File: src/hdl/dqp_pkg.sv
// Shared types, register indexes and helpers for the dq power meter.
// No dependencies; used by every module of the block.
package dqp_pkg;

  localparam int unsigned CfgIdxW = 2;

  localparam logic [CfgIdxW-1:0] REG_POWER_SCALE = 2'd0;
  localparam logic [CfgIdxW-1:0] REG_GAIN_IN     = 2'd1;
  localparam logic [CfgIdxW-1:0] REG_GAIN_FB     = 2'd2;

  localparam logic [31:0] PowerScaleRst = 32'h0001_0000;

  typedef logic signed [15:0] samp_t;
  typedef logic signed [31:0] pwr_t;
  typedef logic signed [33:0] dot_t;

  typedef enum logic [2:0] {
    ST_IDLE,
    ST_DOT,
    ST_SCALE,
    ST_LPF,
    ST_OUT
  } state_e;

  // clamp a 37-bit signed value to 32 bits
  function automatic pwr_t sat_pwr(input logic signed [36:0] v);
    pwr_t r;
    if ((&v[36:31]) || !(|v[36:31])) begin
      r = v[31:0];
    end else if (v[36]) begin
      r = 32'sh8000_0000;
    end else begin
      r = 32'sh7fff_ffff;
    end
    return r;
  endfunction

endpackage

File: src/hdl/dq_power_with_lowpass_unit.sv
// Top level of the dq power meter with lowpass: config registers, sequencer,
// history and output register. Depends on dqp_pkg, dqp_dot, dqp_scale, dqp_lpf.
//
// Usage:
//   Input channel (in_valid_i/in_ready_o) takes one dq sample per beat:
//   volt_d, volt_q, curr_d, curr_q, signed Q1.15. Output channel
//   (out_valid_o/out_ready_i) returns one beat per sample: raw and filtered
//   active and reactive power, signed Q25.7; the filtered values are saturated.
//   Config port: cfg_we_i with cfg_idx_i (0 power_scale, 1 k1, 2 k2) and
//   cfg_data_i; writes land the same cycle. Writing k1 or k2 clears the filter
//   history. Other indexes are ignored. Write only while the block is idle.
//   An input beat passes through the bit-serial dot products, the power_scale
//   multiply (one scale bit a cycle) and the lowpass (one coefficient bit a
//   cycle), with handoffs between them, before output valid.
//   No new sample is taken while one is in process; in_ready_o is high only
//   between samples, and a new sample is taken while the last result still waits.
//   If the receiver stalls, the finished sample waits in the last step until
//   the output register frees up.
//   Reset: power_scale = 1.0, k1 = k2 = 0, history cleared, output empty.
module dq_power_with_lowpass_unit (
  input  logic                         clk_i,
  input  logic                         rst_ni,
  input  logic                         cfg_we_i,
  input  logic [dqp_pkg::CfgIdxW-1:0]  cfg_idx_i,
  input  logic [31:0]                  cfg_data_i,
  input  logic                         in_valid_i,
  output logic                         in_ready_o,
  input  dqp_pkg::samp_t               volt_d_i,
  input  dqp_pkg::samp_t               volt_q_i,
  input  dqp_pkg::samp_t               curr_d_i,
  input  dqp_pkg::samp_t               curr_q_i,
  output logic                         out_valid_o,
  input  logic                         out_ready_i,
  output dqp_pkg::pwr_t                active_power_o,
  output dqp_pkg::pwr_t                reactive_power_o,
  output dqp_pkg::pwr_t                avg_active_power_o,
  output dqp_pkg::pwr_t                avg_reactive_power_o
);

  dqp_pkg::state_e state_q, state_d;

  logic [31:0]    power_scale_q;
  dqp_pkg::samp_t k1_q, k2_q;
  dqp_pkg::pwr_t  prev_p_q, prev_q_q, prev_pa_q, prev_qa_q;
  dqp_pkg::pwr_t  out_p_q, out_q_q, out_pa_q, out_qa_q;
  logic           out_valid_q;

  logic           dot_start, scale_start, lpf_start, load_out;
  logic           dot_done, scale_done, lpf_done, hist_clr;
  dqp_pkg::dot_t  sum_p, sum_q;
  dqp_pkg::pwr_t  pwr_p, pwr_q, avg_p, avg_q;

  dqp_dot u_dot (
    .clk_i    (clk_i),
    .rst_ni   (rst_ni),
    .start_i  (dot_start),
    .volt_d_i (volt_d_i),
    .volt_q_i (volt_q_i),
    .curr_d_i (curr_d_i),
    .curr_q_i (curr_q_i),
    .done_o   (dot_done),
    .sum_p_o  (sum_p),
    .sum_q_o  (sum_q)
  );

  dqp_scale u_scale (
    .clk_i         (clk_i),
    .rst_ni        (rst_ni),
    .start_i       (scale_start),
    .sum_p_i       (sum_p),
    .sum_q_i       (sum_q),
    .power_scale_i (power_scale_q),
    .done_o        (scale_done),
    .pwr_p_o       (pwr_p),
    .pwr_q_o       (pwr_q)
  );

  dqp_lpf u_lpf (
    .clk_i   (clk_i),
    .rst_ni  (rst_ni),
    .start_i (lpf_start),
    .x_p_i   (pwr_p),
    .x_q_i   (pwr_q),
    .xp_p_i  (prev_p_q),
    .xp_q_i  (prev_q_q),
    .yp_p_i  (prev_pa_q),
    .yp_q_i  (prev_qa_q),
    .k1_i    (k1_q),
    .k2_i    (k2_q),
    .done_o  (lpf_done),
    .y_p_o   (avg_p),
    .y_q_o   (avg_q)
  );

  assign in_ready_o = (state_q == dqp_pkg::ST_IDLE);
  assign hist_clr   = cfg_we_i &&
                      (cfg_idx_i == dqp_pkg::REG_GAIN_IN || cfg_idx_i == dqp_pkg::REG_GAIN_FB);

  always_comb begin
    state_d     = state_q;
    dot_start   = 1'b0;
    scale_start = 1'b0;
    lpf_start   = 1'b0;
    load_out    = 1'b0;
    unique case (state_q)
      dqp_pkg::ST_IDLE: begin
        if (in_valid_i) begin
          dot_start = 1'b1;
          state_d   = dqp_pkg::ST_DOT;
        end
      end
      dqp_pkg::ST_DOT: begin
        if (dot_done) begin
          scale_start = 1'b1;
          state_d     = dqp_pkg::ST_SCALE;
        end
      end
      dqp_pkg::ST_SCALE: begin
        if (scale_done) begin
          lpf_start = 1'b1;
          state_d   = dqp_pkg::ST_LPF;
        end
      end
      dqp_pkg::ST_LPF: begin
        if (lpf_done) begin
          state_d = dqp_pkg::ST_OUT;
        end
      end
      dqp_pkg::ST_OUT: begin
        if (!out_valid_q || out_ready_i) begin
          load_out = 1'b1;
          state_d  = dqp_pkg::ST_IDLE;
        end
      end
      default: begin
        state_d = dqp_pkg::ST_IDLE;
      end
    endcase
  end

  always_ff @(posedge clk_i or negedge rst_ni) begin
    if (!rst_ni) begin
      state_q <= dqp_pkg::ST_IDLE;
    end else begin
      state_q <= state_d;
    end
  end

  always_ff @(posedge clk_i or negedge rst_ni) begin
    if (!rst_ni) begin
      power_scale_q <= dqp_pkg::PowerScaleRst;
      k1_q          <= '0;
      k2_q          <= '0;
    end else if (cfg_we_i) begin
      unique case (cfg_idx_i)
        dqp_pkg::REG_POWER_SCALE: power_scale_q <= cfg_data_i;
        dqp_pkg::REG_GAIN_IN:     k1_q          <= cfg_data_i[15:0];
        dqp_pkg::REG_GAIN_FB:     k2_q          <= cfg_data_i[15:0];
        default: ;
      endcase
    end
  end

  always_ff @(posedge clk_i or negedge rst_ni) begin
    if (!rst_ni) begin
      prev_p_q  <= '0;
      prev_q_q  <= '0;
      prev_pa_q <= '0;
      prev_qa_q <= '0;
    end else if (hist_clr) begin
      prev_p_q  <= '0;
      prev_q_q  <= '0;
      prev_pa_q <= '0;
      prev_qa_q <= '0;
    end else if (load_out) begin
      prev_p_q  <= pwr_p;
      prev_q_q  <= pwr_q;
      prev_pa_q <= avg_p;
      prev_qa_q <= avg_q;
    end
  end

  always_ff @(posedge clk_i or negedge rst_ni) begin
    if (!rst_ni) begin
      out_valid_q <= 1'b0;
    end else if (load_out) begin
      out_valid_q <= 1'b1;
    end else if (out_ready_i) begin
      out_valid_q <= 1'b0;
    end
  end

  always_ff @(posedge clk_i) begin
    if (load_out) begin
      out_p_q  <= pwr_p;
      out_q_q  <= pwr_q;
      out_pa_q <= avg_p;
      out_qa_q <= avg_q;
    end
  end

  assign out_valid_o          = out_valid_q;
  assign active_power_o       = out_p_q;
  assign reactive_power_o     = out_q_q;
  assign avg_active_power_o   = out_pa_q;
  assign avg_reactive_power_o = out_qa_q;

endmodule

File: src/hdl/dqp_dot.sv
// Bit-serial dot products: vd*id + vq*iq and vd*iq - vq*id, one current bit a cycle.
// Depends on dqp_pkg.
module dqp_dot (
  input  logic          clk_i,
  input  logic          rst_ni,
  input  logic          start_i,
  input  dqp_pkg::samp_t volt_d_i,
  input  dqp_pkg::samp_t volt_q_i,
  input  dqp_pkg::samp_t curr_d_i,
  input  dqp_pkg::samp_t curr_q_i,
  output logic          done_o,
  output dqp_pkg::dot_t  sum_p_o,
  output dqp_pkg::dot_t  sum_q_o
);

  logic signed [15:0] vd_q, vq_q;
  logic [15:0]        id_q, iq_q;
  logic signed [17:0] accp_q, accq_q;
  logic [15:0]        lowp_q, lowq_q;
  logic [3:0]         cnt_q;
  logic               busy_q, done_q, last;
  logic signed [17:0] vd_x, vq_x, pp_p, pp_q;
  logic signed [18:0] sum_p, sum_q;

  assign last = &cnt_q;
  assign vd_x = {{2{vd_q[15]}}, vd_q};
  assign vq_x = {{2{vq_q[15]}}, vq_q};

  always_comb begin
    pp_p = (id_q[0] ? vd_x : 18'sd0) + (iq_q[0] ? vq_x : 18'sd0);
    pp_q = (iq_q[0] ? vd_x : 18'sd0) - (id_q[0] ? vq_x : 18'sd0);
    // sign bit of the current carries negative weight
    if (last) begin
      sum_p = {accp_q[17], accp_q} - {pp_p[17], pp_p};
      sum_q = {accq_q[17], accq_q} - {pp_q[17], pp_q};
    end else begin
      sum_p = {accp_q[17], accp_q} + {pp_p[17], pp_p};
      sum_q = {accq_q[17], accq_q} + {pp_q[17], pp_q};
    end
  end

  always_ff @(posedge clk_i or negedge rst_ni) begin
    if (!rst_ni) begin
      busy_q <= 1'b0;
      done_q <= 1'b0;
      cnt_q  <= '0;
    end else begin
      done_q <= 1'b0;
      if (start_i) begin
        busy_q <= 1'b1;
        cnt_q  <= '0;
      end else if (busy_q) begin
        cnt_q <= cnt_q + 4'd1;
        if (last) begin
          busy_q <= 1'b0;
          done_q <= 1'b1;
        end
      end
    end
  end

  always_ff @(posedge clk_i) begin
    if (start_i) begin
      vd_q   <= volt_d_i;
      vq_q   <= volt_q_i;
      id_q   <= curr_d_i;
      iq_q   <= curr_q_i;
      accp_q <= '0;
      accq_q <= '0;
      lowp_q <= '0;
      lowq_q <= '0;
    end else if (busy_q) begin
      id_q   <= {1'b0, id_q[15:1]};
      iq_q   <= {1'b0, iq_q[15:1]};
      accp_q <= sum_p[18:1];
      accq_q <= sum_q[18:1];
      lowp_q <= {sum_p[0], lowp_q[15:1]};
      lowq_q <= {sum_q[0], lowq_q[15:1]};
    end
  end

  assign done_o  = done_q;
  assign sum_p_o = {accp_q, lowp_q};
  assign sum_q_o = {accq_q, lowq_q};

endmodule

File: src/hdl/dqp_scale.sv
// Bit-serial scaling of both dot products by 3 * power_scale, rounded to Q25.7.
// Depends on dqp_pkg.
module dqp_scale (
  input  logic          clk_i,
  input  logic          rst_ni,
  input  logic          start_i,
  input  dqp_pkg::dot_t  sum_p_i,
  input  dqp_pkg::dot_t  sum_q_i,
  input  logic [31:0]   power_scale_i,
  output logic          done_o,
  output dqp_pkg::pwr_t  pwr_p_o,
  output dqp_pkg::pwr_t  pwr_q_o
);

  logic signed [34:0] mp_q, mq_q;
  logic [31:0]        ps_q;
  logic signed [35:0] accp_q, accq_q;
  logic [4:0]         cnt_q;
  logic               busy_q, done_q, last;
  logic signed [34:0] pp_p, pp_q;
  logic signed [36:0] sum_p, sum_q;
  logic [30:0]        rnd_p, rnd_q;

  assign last  = &cnt_q;
  assign pp_p  = ps_q[0] ? mp_q : 35'sd0;
  assign pp_q  = ps_q[0] ? mq_q : 35'sd0;
  assign sum_p = {accp_q[35], accp_q} + {{2{pp_p[34]}}, pp_p};
  assign sum_q = {accq_q[35], accq_q} + {{2{pp_q[34]}}, pp_q};

  always_ff @(posedge clk_i or negedge rst_ni) begin
    if (!rst_ni) begin
      busy_q <= 1'b0;
      done_q <= 1'b0;
      cnt_q  <= '0;
    end else begin
      done_q <= 1'b0;
      if (start_i) begin
        busy_q <= 1'b1;
        cnt_q  <= '0;
      end else if (busy_q) begin
        cnt_q <= cnt_q + 5'd1;
        if (last) begin
          busy_q <= 1'b0;
          done_q <= 1'b1;
        end
      end
    end
  end

  // only product bits 67:38 matter, so the low half is dropped as it shifts out
  always_ff @(posedge clk_i) begin
    if (start_i) begin
      mp_q   <= {sum_p_i[33], sum_p_i} + {sum_p_i, 1'b0};
      mq_q   <= {sum_q_i[33], sum_q_i} + {sum_q_i, 1'b0};
      ps_q   <= power_scale_i;
      accp_q <= '0;
      accq_q <= '0;
    end else if (busy_q) begin
      ps_q   <= {1'b0, ps_q[31:1]};
      accp_q <= sum_p[36:1];
      accq_q <= sum_q[36:1];
    end
  end

  assign rnd_p   = {accp_q[35], accp_q[35:6]} + 31'd1;
  assign rnd_q   = {accq_q[35], accq_q[35:6]} + 31'd1;
  assign pwr_p_o = {{2{rnd_p[30]}}, rnd_p[30:1]};
  assign pwr_q_o = {{2{rnd_q[30]}}, rnd_q[30:1]};
  assign done_o  = done_q;

endmodule

File: src/hdl/dqp_lpf.sv
// Bit-serial first-order lowpass for both powers: k1*(x+x_prev) - k2*y_prev.
// Depends on dqp_pkg (types and saturation).
module dqp_lpf (
  input  logic           clk_i,
  input  logic           rst_ni,
  input  logic           start_i,
  input  dqp_pkg::pwr_t  x_p_i,
  input  dqp_pkg::pwr_t  x_q_i,
  input  dqp_pkg::pwr_t  xp_p_i,
  input  dqp_pkg::pwr_t  xp_q_i,
  input  dqp_pkg::pwr_t  yp_p_i,
  input  dqp_pkg::pwr_t  yp_q_i,
  input  dqp_pkg::samp_t k1_i,
  input  dqp_pkg::samp_t k2_i,
  output logic           done_o,
  output dqp_pkg::pwr_t  y_p_o,
  output dqp_pkg::pwr_t  y_q_o
);

  logic signed [32:0] sp_q, sq_q;
  logic signed [31:0] ypp_q, ypq_q;
  logic [15:0]        k1_q, k2_q;
  logic signed [34:0] accp_q, accq_q;
  logic [1:0]         lowp_q, lowq_q;
  logic [3:0]         cnt_q;
  logic               busy_q, done_q, last;
  logic signed [33:0] pp_p, pp_q;
  logic signed [35:0] sum_p, sum_q;
  logic [37:0]        rnd_p, rnd_q;

  assign last = &cnt_q;

  always_comb begin
    pp_p = (k1_q[0] ? {sp_q[32], sp_q} : 34'sd0)
         - (k2_q[0] ? {{2{ypp_q[31]}}, ypp_q} : 34'sd0);
    pp_q = (k1_q[0] ? {sq_q[32], sq_q} : 34'sd0)
         - (k2_q[0] ? {{2{ypq_q[31]}}, ypq_q} : 34'sd0);
    if (last) begin
      sum_p = {accp_q[34], accp_q} - {{2{pp_p[33]}}, pp_p};
      sum_q = {accq_q[34], accq_q} - {{2{pp_q[33]}}, pp_q};
    end else begin
      sum_p = {accp_q[34], accp_q} + {{2{pp_p[33]}}, pp_p};
      sum_q = {accq_q[34], accq_q} + {{2{pp_q[33]}}, pp_q};
    end
  end

  always_ff @(posedge clk_i or negedge rst_ni) begin
    if (!rst_ni) begin
      busy_q <= 1'b0;
      done_q <= 1'b0;
      cnt_q  <= '0;
    end else begin
      done_q <= 1'b0;
      if (start_i) begin
        busy_q <= 1'b1;
        cnt_q  <= '0;
      end else if (busy_q) begin
        cnt_q <= cnt_q + 4'd1;
        if (last) begin
          busy_q <= 1'b0;
          done_q <= 1'b1;
        end
      end
    end
  end

  // product bits below 14 never reach the rounded result
  always_ff @(posedge clk_i) begin
    if (start_i) begin
      sp_q   <= {x_p_i[31], x_p_i} + {xp_p_i[31], xp_p_i};
      sq_q   <= {x_q_i[31], x_q_i} + {xp_q_i[31], xp_q_i};
      ypp_q  <= yp_p_i;
      ypq_q  <= yp_q_i;
      k1_q   <= k1_i;
      k2_q   <= k2_i;
      accp_q <= '0;
      accq_q <= '0;
      lowp_q <= '0;
      lowq_q <= '0;
    end else if (busy_q) begin
      k1_q   <= {1'b0, k1_q[15:1]};
      k2_q   <= {1'b0, k2_q[15:1]};
      accp_q <= sum_p[35:1];
      accq_q <= sum_q[35:1];
      lowp_q <= {sum_p[0], lowp_q[1]};
      lowq_q <= {sum_q[0], lowq_q[1]};
    end
  end

  assign rnd_p  = {accp_q[34], accp_q, lowp_q} + 38'd1;
  assign rnd_q  = {accq_q[34], accq_q, lowq_q} + 38'd1;
  assign y_p_o  = dqp_pkg::sat_pwr(rnd_p[37:1]);
  assign y_q_o  = dqp_pkg::sat_pwr(rnd_q[37:1]);
  assign done_o = done_q;

endmodule

File: config.mk
export PLATFORM = sky130hd
export DESIGN_NAME = dq_power_with_lowpass_unit
export DESIGN_NICKNAME = d
export VERILOG_FILES = /design/src/hdl/dqp_pkg.sv /design/src/hdl/dq_power_with_lowpass_unit.sv /design/src/hdl/dqp_dot.sv /design/src/hdl/dqp_scale.sv /design/src/hdl/dqp_lpf.sv
export SDC_FILE = /design/constraint.sdc
export NUM_CORES = 2
export LEC_CHECK = 0
export ABC_AREA = 1
export BUFFER_PORTS_ARGS = -buffer_cell sky130_fd_sc_hd__buf_2
export CORE_MARGIN = 2
export CORE_UTILIZATION = 37
export CTS_BUF_LIST = sky130_fd_sc_hd__clkbuf_4 sky130_fd_sc_hd__clkbuf_8 sky130_fd_sc_hd__clkbuf_16
export CTS_CLUSTER_DIAMETER = 40
export DETAILED_ROUTE_END_ITERATION = 6
export GPL_TIMING_DRIVEN = 1
export PLACE_DENSITY = 0.55
export SYNTH_ARGS = -nofsm -noshare
export SYNTH_HDL_FRONTEND = slang
export SYNTH_SLANG_ARGS = --single-unit
File: constraint.sdc
create_clock -name clk_i -period 7.5 [get_ports clk_i]
set_input_delay 0.375 -clock clk_i [delete_from_list [all_inputs] [get_ports clk_i]]
set_output_delay 0.375 -clock clk_i [all_outputs]
set_load 0.01 [all_outputs]
# Yosys cells after proc, flatten, opt, wreduce, memory -nomap -nowiden
# Index checks and enable logic that the tools add are counted.
[word_totals] reg_bits=881 output_inout_bits=130 wordCells=183 in_bits=103
[op_classes] eq_ne=11 mux=76 addsub=25 n_reduce_logical=26
[ops] op="$mux W32" n=14
[ops] op="$mux W34" n=4
[ops] op="$mux W16" n=8
[ops] op="$add A37 B2 Y38 const B" n=2
[ops] op="$add A36 B35 Y37" n=2
[ops] op="$add A35 B34 Y36" n=2
[ops] op="$mux W18" n=4
[ops] op="$mux W36" n=2
[ops] op="$sub A35 B34 Y36" n=2
[ops] op="$add A35 B35 Y35" n=2
[ops] op="$mux W35" n=2
[ops] op="$sub A34 B34 Y34" n=2
[ops] op="$add A30 B32 Y33" n=2
[ops] op="$add A30 B2 Y31 const B" n=2
[ops] op="$add A18 B18 Y19" n=2
[ops] op="$mux W19" n=2
[ops] op="$sub A18 B18 Y19" n=2
[ops] op="$mux W1" n=28
[ops] op="$add A18 B18 Y18" n=1
[ops] op="$sub A18 B18 Y18" n=1
[ops] op="$mux W4" n=4
[ops] op="$mux W3" n=5
[ops] op="$pmux W3 S5" n=1
[ops] op="$reduce_and A6 Y1" n=2
[ops] op="20 further kinds" n=40

# Logic depth before layout (Yosys ltp)
[logic_depth] ltp_word=7 ltp_mapped=39 depth_no_buf=38

# Hierarchy
# A second synthesis with hierarchy kept.
[hier_totals] cells_unflattened=8813 area_unflattened_um2=63510.9
[by_module_without_submodules] module="dqp_lpf" cells_each=3747 n_inst=1 area_each_um2=24552.3 seq_area_each_um2=6496.2
[by_module_without_submodules] module="dqp_scale" cells_each=2687 n_inst=1 area_each_um2=17196.5 seq_area_each_um2=4679.5
[by_module_without_submodules] module="dq_power_with_lowpass_unit" cells_each=955 n_inst=1 area_each_um2=11890.2 seq_area_each_um2=8749.6
[by_module_without_submodules] module="dqp_dot" cells_each=1424 n_inst=1 area_each_um2=9872.0 seq_area_each_um2=3433.3

# Worst setup path before layout
# Ideal clock, no wire load.
[synth_path] path_type="register to register" startpoint="register state_q[1]" endpoint="register prev_p_q[30]" arrival_ns=7.383 stages_incl_launch_ff=10 setup_slack_ns=0.051 required_time_ns=7.434 period_less_slack_ns=7.449 n_path_buf=2 setup_time_ns=0.066 cell_sequence="dfrtp_1 -> inv_1 -> nand3_1 -> nor2_1 -> nand2_1 -> inv_1 -> clkbuf_1 -> buf_2 -> nand2_1 -> nand2_1"
[synth_between] elab_chain_cells=3
[synth_lines] element="from (decl)" line_no="dq_power_with_lowpass_unit.sv:40" source="dqp_pkg::state_e state_q, state_d;"
[synth_lines] element="from (signal assigned)" line_no="dq_power_with_lowpass_unit.sv:143" source="state_q <= dqp_pkg::ST_IDLE;"
[synth_lines] element="from (signal assigned)" line_no="dq_power_with_lowpass_unit.sv:145" source="state_q <= state_d;"
[synth_lines] element="$eq A3 B3 Y1" line_no="dq_power_with_lowpass_unit.sv:105" source="unique case (state_q)"
[synth_lines] element="$mux W1" line_no="dq_power_with_lowpass_unit.sv:105"
[synth_lines] element="net load_out" line_no="dq_power_with_lowpass_unit.sv:48" source="logic dot_start, scale_start, lpf_start, load_out;"
[synth_lines] element="$reduce_bool A2 Y1 (no line)"
[synth_lines] element="to (signal assigned)" line_no="dq_power_with_lowpass_unit.sv:176" source="prev_p_q <= pwr_p;"
[synth_lines] element="to (decl)" line_no="dq_power_with_lowpass_unit.sv:44" source="dqp_pkg::pwr_t prev_p_q, prev_q_q, prev_pa_q, prev_qa_q;"
# The timed path passes the listed nets, and every way through them passes these cells.
# A chain may end at the register's enable or synchronous reset.

# Worst setup path in the final report
[layout_path] startpoint="register u_lpf.k1_q[0]" endpoint="register u_lpf.accp_q[25]"
[layout_between] elab_chain_cells=4 word_cells_on_any_way=5 classes_between="add/sub (3); mux (2)"
[layout_lines] element="from (decl)" line_no="dqp_lpf.sv:22" source="logic [15:0] k1_q, k2_q;"
[layout_lines] element="from (signal assigned)" line_no="dqp_lpf.sv:74" source="k1_q <= k1_i;"
[layout_lines] element="from (signal assigned)" line_no="dqp_lpf.sv:81" source="k1_q <= {1'b0, k1_q[15:1]};"
[layout_lines] element="$mux W34 (*)" line_no="dqp_lpf.sv:34" source="pp_p = (k1_q[0] ? {sp_q[32], sp_q} : 34'sd0)"
[layout_lines] element="$sub A34 B34 Y34 (*)" line_no="dqp_lpf.sv:35" source="- (k2_q[0] ? {{2{ypp_q[31]}}, ypp_q} : 34'sd0);"
[layout_lines] element="$add A35 B34 Y36 / $sub A35 B34 Y36 (equally long branches)" line_no="dqp_lpf.sv:42, dqp_lpf.sv:39"
[layout_lines] element="$mux W36 (*)" line_no="dqp_lpf.sv:38" source="if (last) begin"
[layout_lines] element="to (signal assigned)" line_no="dqp_lpf.sv:83" source="accp_q <= sum_p[35:1];"
[layout_lines] element="to (decl)" line_no="dqp_lpf.sv:23" source="logic signed [34:0] accp_q, accq_q;"
# Every way passes the cells marked *; elsewhere a longest branch is shown, timed or not.

==> results.toml <==
[place]
gp_congestion = 0.953
dpl_cell_area_um2 = 63100
io_buffers = 232
dp_hpwl_mm = 135

[pwr]
peakVddDrop_v = 0.000236
power.density_nw_per_um2 = 184
p_leak_nw = 33.9

[yosys]
synth-edff-count = 452
synth_seq_area_share = 0.388
syn_area_per_cell_um2 = 7.64
yosysTopAreaCell = "edfxtp_1"
async_flop_share = 0.241
synthesis.area_um2 = 59600
synth_area_leaders = "edfxtp_1 (23%), nand2_1 (13%), dfrtp_1 (8.8%)"
synth_top_area_frac = 0.228
ys.flop_type = "edfxtp_1"
syn_nets = 8327
synth_seq_cells = 877
synthCells = 7795
synth_warnings = 0
synth.distinct_cells = 68

[drt]
wl_per_cell_um = 16.8
vias_per_cell = 4.96
routed_wl_mm = 175
vias = 51900
drc_errors = 0
drt_iter0_drc = 3240
drtPass1Iterations = 7
ant_nets = 0

[die]
core-area_um2 = 160000
start_util = 0.372
io_pins = 233
die-area_um2 = 164000
die_x_um = 405
row_count = 147
fp.dieH_um = 405

[run_status]
status = "finished clean"

[final_layout]
utilization = 0.436
layout_common_cells = "nand2_1 (2070), inv_1 (1097), nor2_1 (569)"
fill_cells = 16300
stdcell_area_um2 = 69900
num-nets-final = 8688
final_common_cell = "nand2_1"
drive_above_1_share = 0.0921
synthToLayoutAreaGrowth_pct = 17.3

[grt]
antenna_found_initial = 6
grt_max_degree = 126
grt.total_usage = 0.212
grt-ovfl-total = 0
grt_pass1_vias = 50800
grt_pass1_wl_mm = 278

[clock_tree]
clk_pin_slew_ns = 0.05
cts_tree = "built"
cts_sinks = 877
h-tree-depth = 4
insertion_delay_ns = 0.80
root_buffer = "clkbuf_16"
postCtsSetupBuffers = 0
clock_path_buffers = 3
cts_buffers = 160

[sta]
setup_viol = 0
hold_viol_final = 0
worst_pin_slew_ns = 1.11
whs_ns = 0.178
maxSlewViolCount = 0
fin_crit_sh = 0.787
finClkSkew_ns = 0.0550
fin_crit_ns = 5.90
totalNegativeSetupSlack_ns = 0
max-slew-margin-rel = 0.257
rsz0062_at_grt = "no"
fmax_mhz = 169

[worst_setup_path]
worstSetupStartpointType = "flop"
arrival_ns = 6.59
critPathRequiredTime_ns = 8.19
cp_max_fo = 40
critical_path_class = "reg -> reg"
end_kind = "flop"

[job]
cap_violations = 0

[hold_path]
hp-class = "in -> reg"
per-layer routing:
layer	part of all wire	vias up	GRT usage
li1	-	26600	-
met4	0.027	2	0.0647
met3	0.039	289	0.0267
met5	0.000091	-	0
met1	0.47	23900	0.284
met2	0.47	1042	0.356
cell families (layout without fill, tap and decap cells):
kind of cell | Yosys count | in the layout | share of synthesized area
and+or+nand+nor | 3326 | 3326 | 0.234
AOI/OAI and AO/OA | 1422 | 1422 | 0.135
buffers and inverters | 1278 | 1778 | 0.0823
DFF | 877 | 877 | 0.388
xor gates and xnor gates | 448 | 448 | 0.0660
adders and majority gates | 429 | 429 | 0.0919
muxes | 15 | 15 | 0.00283
other | 0 | 1 | 0
state kept, by name (all words and copies together) (netlist names), 18 cells and up:
signal and cells:
u_scale.accp_q 36, u_scale.accq_q 36, u_lpf.accp_q 35, u_lpf.accq_q 35, u_scale.mp_q 35, u_scale.mq_q 35, u_lpf.sp_q 33, u_lpf.sq_q 33
avg_active_power_o 32, avg_reactive_power_o 32, power_scale_q 32, prev_pa_q 32, prev_qa_q 32, u_lpf.ypp_q 32, u_lpf.ypq_q 32, u_scale.ps_q 32
active_power_o 30, prev_p_q 30, prev_q_q 30, reactive_power_o 30, u_dot.accp_q 18, u_dot.accq_q 18
Yosys cell counts (13+ instances only):
master	instances
o221ai_1	14
a31oi_1	66
nand2_2	96
edfxtp_1	452
nand2_1	2073
dfxtp_1	214
inv_1	1101
ha_1	415
o211ai_1	53
o21bai_1	42
nor4_1	40
fa_1	14
a22o_1	23
a21oi_1	561
clkbuf_1	133
a22oi_1	38
or2_2	16
xnor2_1	116
o31ai_1	13
nand3b_1	18
a21o_1	19
o21a_1	28
nor3_1	94
nor2_1	571
dfrtp_1	210
nor2_2	17
mux2_2	15
o21ai_0	486
xor2_1	331
nand3_1	253
o22ai_1	18
nand4_1	100
path summary, 6_finish.rpt:
kind | startpoint | endpoint | slack (ns) | cells past startpoint
worst min-delay path | in_valid_i | state_q[2] | 0.18 | 3
worst max register to register | u_lpf.k1_q[0] | u_lpf.accp_q[25] | 1.60 | 26
max in group asynchronous | rst_ni | u_dot.cnt_q[0] | 5.89 | 3
min in group asynchronous | rst_ni | prev_qa_q[27] | 0.19 | 2
worst max-delay path | u_lpf.k1_q[0] | u_lpf.accp_q[25] | 1.60 | 26
worst min register to register | prev_pa_q[9] | u_lpf.ypp_q[9] | 0.41 | 0
cell type report:
| class | count | area, um^2 | area share |
|---|---|---|---|
| antenna | 1 | 2.50 | 0.0000358 |
| timing repair buffer | 367 | 2470 | 0.0353 |
| multi-input combinational | 5640 | 31600 | 0.452 |
| clock inverter | 118 | 1510 | 0.0216 |
| sequential | 877 | 23100 | 0.331 |
| clock buffer | 183 | 4270 | 0.0612 |
| tap | 2160 | 2700 | 0.0387 |
| inverter | 1110 | 4170 | 0.0597 |
metrics by stage:
stage / setup WS (ns) / cells / total power [mW]
finish: 1.60 / 10500 / 12.9
detailed placement: 1.56 / 10100 / 5.34
global route: 1.02 / 10500 / 13.3
global placement: 1.59 / 10100 / 5.34
CTS: 1.54 / 10500 / 13.1
floorplan: 0.0513 / 7795 / 5.26
report_power, final:
group / switching, mW / total [mW] / internal (mW)
clock network: 2.77 / 7.59 / 4.82
logic: 0.0960 / 0.181 / 0.0851
registers: 0.0292 / 5.11 / 5.08
total: 2.89 / 12.9 / 9.99
critical path, cell delays in order, from the launching register on:
cell      delay (ns)
edfxtp_1        0.76
buf_12          0.29
nand2_1         0.08
ha_1            0.19
inv_1           0.14
fa_1            0.46
inv_1           0.09
ha_1            0.19
nand3_1         0.16
nor3_2          0.37
nand2_1         0.14
nor2_1          0.16
nand3_1         0.13
nand2_1         0.10
xor2_1          0.08
ha_1            0.41
nand2_1         0.10
nor2_1          0.34
nand2_1         0.14
nor2_1          0.27
a21oi_1         0.19
o21ai_0         0.45
a21oi_1         0.17
xor2_1          0.16
nand2_1         0.07
o211ai_1        0.09
inv_1           0.05
timing repair:
| item | CTS | global route |
|---|---|---|
| resized for setup | 0 | 0 |
| hold buffers | 98 | 0 |
| endpoints found under the setup margin | 0 | 0 |
| endpoints found under the hold margin | 218 | 0 |
Power figures use the tool's default switching activity.
